<file path="src/rtl/core/assert_macros.svh">
// Assertion macros shared by the line editor RTL.
// Depends on a clock named clk and a synchronous reset named rst in scope.
`ifndef ASSERT_MACROS_SVH
`define ASSERT_MACROS_SVH

// check while out of reset
`define SLE_ASSERT(name, prop, msg) \
  name: assert property (@(posedge clk) disable iff (rst) prop) else $error(msg);

// check at every edge, reset included
`define SLE_ASSERT_ALWAYS(name, prop, msg) \
  name: assert property (@(posedge clk) prop) else $error(msg);

`endif

</file>
<file path="src/rtl/core/sle_pkg.sv">
// Shared types and constants for the serial line editor.
// No dependencies; imported by every module of the block.
package sle_pkg;

  localparam int LINE_DEPTH_DEF = 32;

  localparam logic [5:0] LINE_SIZE_RST = 6'd32;
  localparam int         REG_LINE_SIZE = 0;

  localparam logic [7:0] K_BS    = 8'h08;
  localparam logic [7:0] K_LF    = 8'h0A;
  localparam logic [7:0] K_CR    = 8'h0D;
  localparam logic [7:0] K_XON   = 8'h11;
  localparam logic [7:0] K_XOFF  = 8'h13;
  localparam logic [7:0] K_ESC   = 8'h1B;
  localparam logic [7:0] K_DEL   = 8'h7F;
  localparam logic [7:0] K_SPACE = 8'h20;

  localparam logic [1:0] KIND_ECHO  = 2'd0;
  localparam logic [1:0] KIND_LINE  = 2'd1;
  localparam logic [1:0] KIND_DONE  = 2'd2;
  localparam logic [1:0] KIND_ABORT = 2'd3;

  typedef enum logic [2:0] {
    KC_IGNORE,
    KC_ERASE,
    KC_ABORT,
    KC_CR,
    KC_PLAIN
  } key_class_t;

  typedef enum logic [2:0] {
    EMIT_NONE,
    EMIT_ECHO,
    EMIT_LINE,
    EMIT_DONE,
    EMIT_ABORT
  } emit_t;

  typedef enum logic [2:0] {
    S_IDLE,
    S_STORE_LF,
    S_CHECK,
    S_ECHO,
    S_PREP,
    S_DUMP,
    S_DONE,
    S_ABORT
  } state_t;

  typedef struct packed {
    logic  accept;
    logic  store_key;
    logic  store_lf;
    logic  dec_count;
    logic  clr_count;
    logic  check;
    logic  rd_first;
    emit_t emit;
  } cmd_t;

  typedef struct packed {
    key_class_t cls;
    logic       count_zero;
    logic       ended_now;
    logic       ended;
    logic       has_echo;
    logic       echo_last;
    logic       dump_last;
    logic       slot_free;
  } sts_t;

  function automatic key_class_t classify(input logic [7:0] c);
    key_class_t k;
    unique case (c)
      K_XON, K_XOFF: k = KC_IGNORE;
      K_BS, K_DEL:   k = KC_ERASE;
      K_ESC:         k = KC_ABORT;
      K_CR:          k = KC_CR;
      default:       k = KC_PLAIN;
    endcase
    return k;
  endfunction

endpackage

</file>
<file path="src/rtl/core/sle_datapath.sv">
// Datapath of the line editor: line store, count, echo sequencer, output register.
// Depends on sle_pkg and assert_macros.svh; driven by sle_ctrl commands.
`include "assert_macros.svh"

module sle_datapath
  import sle_pkg::*;
#(
  parameter int LINE_DEPTH = LINE_DEPTH_DEF
) (
  input  logic       clk,
  input  logic       rst,
  input  cmd_t       cmd,
  output sts_t       sts,
  input  logic [7:0] key_char,
  input  logic [5:0] line_size,
  output logic       result_valid,
  input  logic       result_ready,
  output logic [1:0] result_kind,
  output logic [7:0] result_byte,
  output logic       last_of_run
);

  localparam int AW   = $clog2(LINE_DEPTH);
  localparam int SZ_W = 7;

  logic [7:0]    mem [LINE_DEPTH];
  logic [AW-1:0] count;
  logic [AW-1:0] count_next;
  logic [AW-1:0] idx;
  logic [AW-1:0] idx_inc;
  logic [7:0]    rdata;
  logic [7:0]    chr;
  logic [1:0]    echo_n;
  logic          echo_erase;
  logic          ended;
  logic          wr_en;
  logic [7:0]    wdata;
  logic          rd_en;
  logic [AW-1:0] raddr;
  logic [SZ_W-1:0] size_ext;
  logic [SZ_W-1:0] size_clamp;
  logic [SZ_W-1:0] limit;
  logic          room;
  logic          ld;
  logic [1:0]    ld_kind;
  logic [7:0]    ld_byte;
  logic          ld_last;
  key_class_t    cls;

  assign cls     = classify(key_char);
  assign idx_inc = idx + 1'b1;
  assign room    = count < AW'(LINE_DEPTH - 1);

  always_comb begin
    size_ext = {1'b0, line_size};
    if (size_ext < SZ_W'(3)) begin
      size_clamp = SZ_W'(3);
    end else if (size_ext > SZ_W'(LINE_DEPTH)) begin
      size_clamp = SZ_W'(LINE_DEPTH);
    end else begin
      size_clamp = size_ext;
    end
    limit = size_clamp - SZ_W'(2);
  end

  assign sts.cls        = cls;
  assign sts.count_zero = (count == '0);
  assign sts.ended_now  = (chr == K_LF) || (SZ_W'(count) >= limit);
  assign sts.ended      = ended;
  assign sts.has_echo   = (echo_n != 2'd0);
  assign sts.echo_last  = (echo_n == 2'd1);
  assign sts.dump_last  = (idx_inc == count);
  assign sts.slot_free  = !result_valid || result_ready;

  assign wr_en = (cmd.store_key || cmd.store_lf) && room;
  assign wdata = cmd.store_lf ? K_LF : key_char;
  assign rd_en = cmd.rd_first || (cmd.emit == EMIT_LINE);
  assign raddr = cmd.rd_first ? '0 : idx_inc;

  always_comb begin
    count_next = count;
    if (cmd.clr_count || cmd.emit == EMIT_DONE) begin
      count_next = '0;
    end else if (wr_en) begin
      count_next = count + 1'b1;
    end else if (cmd.dec_count) begin
      count_next = count - 1'b1;
    end
  end

  always_ff @(posedge clk) begin
    if (wr_en) begin
      mem[count] <= wdata;
    end
    if (rd_en) begin
      rdata <= mem[raddr];
    end
  end

  always_ff @(posedge clk) begin
    if (rst) begin
      count  <= '0;
      echo_n <= 2'd0;
      ended  <= 1'b0;
    end else begin
      count <= count_next;
      if (cmd.accept) begin
        unique case (cls)
          KC_ERASE:        echo_n <= (count == '0) ? 2'd0 : 2'd3;
          KC_CR, KC_PLAIN: echo_n <= 2'd1;
          default:         echo_n <= 2'd0;
        endcase
      end else if (cmd.emit == EMIT_ECHO) begin
        echo_n <= echo_n - 2'd1;
      end
      if (cmd.check) begin
        ended <= sts.ended_now;
      end
    end
  end

  always_ff @(posedge clk) begin
    if (cmd.accept) begin
      chr        <= (cls == KC_CR) ? K_LF : key_char;
      echo_erase <= (cls == KC_ERASE);
    end
    if (cmd.rd_first) begin
      idx <= '0;
    end else if (cmd.emit == EMIT_LINE) begin
      idx <= idx_inc;
    end
  end

  always_comb begin
    ld      = 1'b1;
    ld_kind = KIND_ECHO;
    ld_byte = 8'h00;
    ld_last = 1'b0;
    unique case (cmd.emit)
      EMIT_ECHO: begin
        ld_byte = echo_erase ? ((echo_n == 2'd2) ? K_SPACE : K_BS) : chr;
        ld_last = (echo_n == 2'd1) && !ended;
      end
      EMIT_LINE: begin
        ld_kind = KIND_LINE;
        ld_byte = rdata;
      end
      EMIT_DONE: begin
        ld_kind = KIND_DONE;
        ld_last = 1'b1;
      end
      EMIT_ABORT: begin
        ld_kind = KIND_ABORT;
        ld_last = 1'b1;
      end
      default: ld = 1'b0;
    endcase
  end

  always_ff @(posedge clk) begin
    if (rst) begin
      result_valid <= 1'b0;
    end else if (ld) begin
      result_valid <= 1'b1;
    end else if (result_ready) begin
      result_valid <= 1'b0;
    end
  end

  always_ff @(posedge clk) begin
    if (ld) begin
      result_kind <= ld_kind;
      result_byte <= ld_byte;
      last_of_run <= ld_last;
    end
  end

  `SLE_ASSERT(a_line_in_range, (cmd.emit == EMIT_LINE) |-> (idx < count), "line read past count")
  `SLE_ASSERT(a_done_clears, (cmd.emit == EMIT_DONE) |=> (count == '0 && result_valid && last_of_run), "done marker did not close the line")
  `SLE_ASSERT(a_emit_when_free, (cmd.emit != EMIT_NONE) |-> sts.slot_free, "result loaded over a pending transfer")

endmodule

</file>
<file path="src/rtl/core/sle_ctrl.sv">
// Controller state machine of the line editor.
// Depends on sle_pkg; sequences sle_datapath through command and status structs.
module sle_ctrl
  import sle_pkg::*;
(
  input  logic clk,
  input  logic rst,
  input  logic key_valid,
  output logic key_ready,
  input  sts_t sts,
  output cmd_t cmd
);

  state_t state;
  state_t state_next;

  always_ff @(posedge clk) begin
    if (rst) begin
      state <= S_IDLE;
    end else begin
      state <= state_next;
    end
  end

  always_comb begin
    state_next = state;
    cmd        = '0;
    cmd.emit   = EMIT_NONE;
    key_ready  = 1'b0;
    unique case (state)
      S_IDLE: begin
        key_ready = 1'b1;
        if (key_valid) begin
          cmd.accept = 1'b1;
          unique case (sts.cls)
            KC_ERASE: begin
              cmd.dec_count = !sts.count_zero;
              state_next    = S_CHECK;
            end
            KC_ABORT: begin
              cmd.clr_count = 1'b1;
              state_next    = S_ABORT;
            end
            KC_CR: begin
              cmd.store_key = 1'b1;
              state_next    = S_STORE_LF;
            end
            KC_PLAIN: begin
              cmd.store_key = 1'b1;
              state_next    = S_CHECK;
            end
            default: state_next = S_CHECK;
          endcase
        end
      end
      S_STORE_LF: begin
        cmd.store_lf = 1'b1;
        state_next   = S_CHECK;
      end
      S_CHECK: begin
        cmd.check = 1'b1;
        if (sts.has_echo) begin
          state_next = S_ECHO;
        end else if (sts.ended_now) begin
          state_next = S_PREP;
        end else begin
          state_next = S_IDLE;
        end
      end
      S_ECHO: begin
        if (sts.slot_free) begin
          cmd.emit = EMIT_ECHO;
          if (sts.echo_last) begin
            state_next = sts.ended ? S_PREP : S_IDLE;
          end
        end
      end
      S_PREP: begin
        cmd.rd_first = 1'b1;
        state_next   = sts.count_zero ? S_DONE : S_DUMP;
      end
      S_DUMP: begin
        if (sts.slot_free) begin
          cmd.emit = EMIT_LINE;
          if (sts.dump_last) begin
            state_next = S_DONE;
          end
        end
      end
      S_DONE: begin
        if (sts.slot_free) begin
          cmd.emit   = EMIT_DONE;
          state_next = S_IDLE;
        end
      end
      S_ABORT: begin
        if (sts.slot_free) begin
          cmd.emit   = EMIT_ABORT;
          state_next = S_IDLE;
        end
      end
      default: state_next = S_IDLE;
    endcase
  end

endmodule

</file>
<file path="src/rtl/core/serial_line_editor.sv">
// Top level of the serial line editor: register port, controller and datapath.
// Depends on sle_pkg, sle_ctrl and sle_datapath.
//
// Usage: one received character is a transfer on key_valid/key_ready; each
// result (echo byte, stored line byte, done or abort marker) is a transfer on
// result_valid/result_ready, with last_of_run marking the final result that a
// character causes. line_size is written through the register port at
// address 0 while the block is idle.
// Throughput: one character at a time. A character is taken in S_IDLE,
// passes S_STORE_LF for a carriage return and then S_CHECK, and sends its
// echo bytes from S_ECHO; an escape goes straight to S_ABORT. Ending a line
// goes through S_PREP, S_DUMP and S_DONE, one stored byte per cycle read
// from the line store while the receiver takes each result.
// The output register lets the next character be taken while the last
// result of the previous one still waits.
// Reset: count cleared, line_size set to 32, no result pending; the line
// store is not cleared and only its entries below the count are sent out.
// A stalled receiver holds the current result and pauses the sequence.
module serial_line_editor
  import sle_pkg::*;
#(
  parameter int LINE_DEPTH = LINE_DEPTH_DEF
) (
  input  logic        clk,
  input  logic        rst,
  input  logic        psel,
  input  logic        penable,
  input  logic        pwrite,
  input  logic [2:0]  paddr,
  input  logic [31:0] pwdata,
  output logic [31:0] prdata,
  output logic        pready,
  input  logic        key_valid,
  output logic        key_ready,
  input  logic [7:0]  key_char,
  output logic        result_valid,
  input  logic        result_ready,
  output logic [1:0]  result_kind,
  output logic [7:0]  result_byte,
  output logic        last_of_run
);

  logic [5:0] line_size;
  logic       hit_line_size;
  cmd_t       cmd;
  sts_t       sts;

  assign pready        = 1'b1;
  assign hit_line_size = (32'(paddr[2]) == 32'(REG_LINE_SIZE));

  always_ff @(posedge clk) begin
    if (rst) begin
      line_size <= LINE_SIZE_RST;
    end else if (psel && penable && pwrite && pready && hit_line_size) begin
      line_size <= pwdata[5:0];
    end
  end

  always_comb begin
    prdata = '0;
    if (hit_line_size) begin
      prdata = 32'(line_size);
    end
  end

  sle_ctrl u_ctrl (
    .clk       (clk),
    .rst       (rst),
    .key_valid (key_valid),
    .key_ready (key_ready),
    .sts       (sts),
    .cmd       (cmd)
  );

  sle_datapath #(
    .LINE_DEPTH (LINE_DEPTH)
  ) u_datapath (
    .clk          (clk),
    .rst          (rst),
    .cmd          (cmd),
    .sts          (sts),
    .key_char     (key_char),
    .line_size    (line_size),
    .result_valid (result_valid),
    .result_ready (result_ready),
    .result_kind  (result_kind),
    .result_byte  (result_byte),
    .last_of_run  (last_of_run)
  );

endmodule

</file>
<file path="config.mk">
export PLATFORM = sky130hd
export DESIGN_NAME = serial_line_editor
export DESIGN_NICKNAME = d
export VERILOG_FILES = /design/src/rtl/core/sle_pkg.sv /design/src/rtl/core/sle_datapath.sv /design/src/rtl/core/sle_ctrl.sv /design/src/rtl/core/serial_line_editor.sv
export VERILOG_INCLUDE_DIRS = /design/src /design/src/rtl/core
export SDC_FILE = /design/constraint.sdc
export NUM_CORES = 1
export LEC_CHECK = 0
export BUFFER_PORTS_ARGS = -buffer_cell sky130_fd_sc_hd__buf_2
export CAP_MARGIN = 0
export CORE_ASPECT_RATIO = 0.6
export CORE_UTILIZATION = 60
export DETAILED_ROUTE_END_ITERATION = 7
export PLACE_DENSITY = 0.79
export SLEW_MARGIN = 10
export SYNTH_ARGS = -nofsm -noshare
export SYNTH_HDL_FRONTEND = slang
export SYNTH_SLANG_ARGS = --single-unit
export TNS_END_PERCENT = 5
</file>
<file path="constraint.sdc">
create_clock -name clk -period 4 [get_ports clk]
set_input_delay 0.2 -clock clk [delete_from_list [all_inputs] [get_ports clk]]
set_output_delay 0.2 -clock clk [all_outputs]
set_load 0.01 [all_outputs]
</file>
==> flow_summary.yaml <==
hold_path:
  hold_path_class: "in2reg"
  whs_path_depth: 2
placement:
  io_buffer_count: 40
  place.detailed.hpwl_um: 20500
  place_congestion: 0.939
synthesis:
  syn-cell-area_sq_um: 13500
  synth_area_leaders: "edfxtp_1, dfxtp_1, mux2i_1"
  synth.largest_area_cell: "edfxtp_1"
  synthArstFlopShare_pct: 0
  ys_types: 73
  synth_seq_cells: 307
  avgSynthCellArea_sq_um: 13.7
  synth_ff_type: "edfxtp_1"
  synthCells: 985
  synth_edf_count: 284
  synth_top_area_share_pct: 63.0
  synth_warnings: 0
  seq_area_frac_synth_pct: 66.4
layout:
  num-nets-final: 1109
  syn_to_final_growth_pct: 11.4
  drive_above_1_share_pct: 15.8
  antennaDiodeCount: 0
  final_util_pct: 68.3
worst_setup_path:
  worst_ep_arrival_time_ns: 3.88
  critPathLaunchType: "flop"
  crit_path_top_delay_cell: "or4b_4"
  cp_num_cells: 10
  path_delay_family: "simple AND/OR/NAND/NOR gates"
  path_cells: "or4b_4 > a41oi_4 > nor2_2 > or3_1 > fa_1 > a21o_2 > a21oi_1 > or4_4 > nand3_2 > nor3b_2"
  worstSetupEndpointType: "flop"
  cp_slowest_stage_delay_ns: 0.59
  cp.required_ns: 4.41
  crit_buf_inv: 0
  cp_max_fo: 15
  rr_worst_depth: 10
  critPathKind: "reg2reg"
timing:
  slew_viol_final: 0
  fmax_mhz: 288
  rsz0062_at_grt: "no"
  worst_pin_slew_ns: 1.09
  fin_crit_sh_pct: 86.7
  fin_worst_skew_ns: 0.0102
  hold_viol_final: 0
  slew_headroom_pct: 27.2
  fin_crit_ns: 3.47
  setup-tns-final_ns: 0
  finalSetupViolCount: 0
route:
  drc: 0
  wl_um: 32200
  vias_per_cell: 6.46
  dr_wl_met3_um: 3790
  post_drt_wl_per_cell_um: 23.8
  topRoutingLayerUsed: "met4"
  vias: 8729
  met1_length_um: 14200
  drt-pass1-iter-count: 5
  route.met2.wl_um: 13500
  detail-route-antenna-nets: 0
  drt_iter0_markers: 1194
clock_network:
  cts_tree: "done"
  clock_path_buffers: 3
  root_buffer: "clkbuf_16"
  clock_sinks: 307
  cts.htree.levels: 1
  insertion_delay_ns: 0.54
  numCtsBuffers: 27
  clkTransAtPathRegs_ns: 0.07
global_routing:
  grt_pass1_vias: 8065
  grt_pass1_wl_um: 48600
  antenna_found_initial: 0
  grtUsageTotal_pct: 28.3
  grt-ovfl-total: 0
  grt_start_max_net_pins: 74
pwr:
  power_frac_clock_pct: 27.3
  leakagePower_nw: 5.16
  switching_share_pct: 34.1
  p_switching_mw: 3.34
  combPwrFrac_pct: 30.6
  peakVddDrop_v: 0.000467
  internal_power_mw: 6.46
  p_seq_share_pct: 42.1
  p_per_area_nw_per_um2: 650
floorplan:
  die_x_um: 196
  pin_count: 96
  coreArea_sq_um: 22100
  initial_core_util_pct: 61.3
  rows: 42
  die_area_sq_um: 23200
  die_h_um: 118
run_status:
  status: "finished clean"
flow_run:
  drv_cap: 0
-- synth_stat cells (4+ instances only) --
master,instances
a22o_1,10
and3_1,4
or3_1,5
o22a_1,4
o22ai_1,16
mux2i_1,42
and2_1,8
buf_1,6
nor4b_1,5
nand3_1,21
o221ai_1,6
nand2_1,83
nor2_1,76
buf_4,30
o21ai_0,36
dfxtp_1,23
a31oi_1,22
nor3_1,19
nor2b_1,29
or4_1,5
ha_1,12
edfxtp_1,284
buf_2,16
a21o_1,4
mux4_2,17
a21oi_1,30
a32oi_1,7
a311oi_1,10
xnor2_1,13
a211oi_1,17
inv_1,14
mux2_2,4
nand2b_1,4
clkbuf_1,34
o211ai_1,10
-- worst paths after layout --
check	slack, ns	endpoint	start
hold / removal	0.04	u_datapath.chr[1]	key_char[1]
setup / recovery	0.53	u_datapath.count[4]	u_ctrl.state[1]
setup reg to reg	0.53	u_datapath.count[4]	u_ctrl.state[1]
hold reg to reg	0.54	u_datapath.result_byte[4]	u_datapath.rdata[4]
-- metrics by stage --
step                setup WS [ns]  area (sq um)  power, mW  std cells  hold slack (ns)
global placement            0.706         14000       6.94       1287            0.420
detailed placement          0.607         14000       7.02       1287            0.419
finish                      0.532         15100       9.79       1352           0.0429
CTS                         0.606         15100       9.69       1352           0.0298
floorplan                   0.997         13700       6.02       1018            0.290
global route                0.409         15100       10.1       1352           0.0641
-- placed cells by master (no fill, tap or decap), drive strengths merged, types with 17 or more instances in the layout --
cell type  instances
dfxtp             23
a31oi             22
a21oi             30
mux4              17
mux2i             42
nor3              19
buf               71
nand2             83
nor2              77
edfxtp           284
nand3             22
o21ai             36
conb              35
a211oi            17
clkbuf            30
nor2b             29
-- cell type report --
| class | instances | area (sq um) |
|---|---|---|
| Multi-Input combinational cell | 608 | 4160 |
| Tap cell | 286 | 358 |
| Inverter | 15 | 56.3 |
| Sequential cell | 307 | 8990 |
| Fill cell | 1469 | 6990 |
| Timing Repair Buffer | 87 | 606 |
| Clock inverter | 19 | 214 |
| Clock buffer | 30 | 687 |
-- power groups by stage --
stage,Sequential (mW),Clock [mW],Combinational (mW)
finish,4.12,2.67,3.00
global route,4.15,2.82,3.14
CTS,4.12,2.68,2.89
detailed placement,4.18,0,2.84
global placement,4.17,0,2.78
floorplan,4.11,0,1.90
-- what timing repair did --
| action | in CTS | in global routing |
|---|---|---|
| setup buffers | 0 | 0 |
| endpoints found under the hold margin | 14 | 0 |
| hold buffers | 16 | 0 |
| resized for setup | 0 | 0 |
-- kinds of logic after synthesis --
kind of cell	synth area share (%)
xor gates and xnor gates	1.41
DFF	66.4
adders and majority gates	1.26
AOI/OAI and AO/OA	10.0
other	0.0555
buffers and inverters	3.97
and+or+nand+nor	10.6
muxes	6.27
-- routing by layer --
| metal | track usage [%] | vias to the layer above |
|---|---|---|
| li1 | - | 3819 |
| met1 | 46.3 | 4311 |
| met2 | 37.9 | 535 |
| met3 | 6.96 | 64 |
| met4 | 6.20 | 0 |
| met5 | 0 | - |
-- flip-flops by register name, summed over array words and instances, names as in the netlist, 2 cells and up --
name	count
line_size	6
u_ctrl.state	3
u_datapath.chr	8
u_datapath.count	5
u_datapath.echo_n	2
u_datapath.idx	5
u_datapath.mem	256
u_datapath.rdata	8
u_datapath.result_byte	8
u_datapath.result_kind	2
Power figures use the tool's default switching activity.
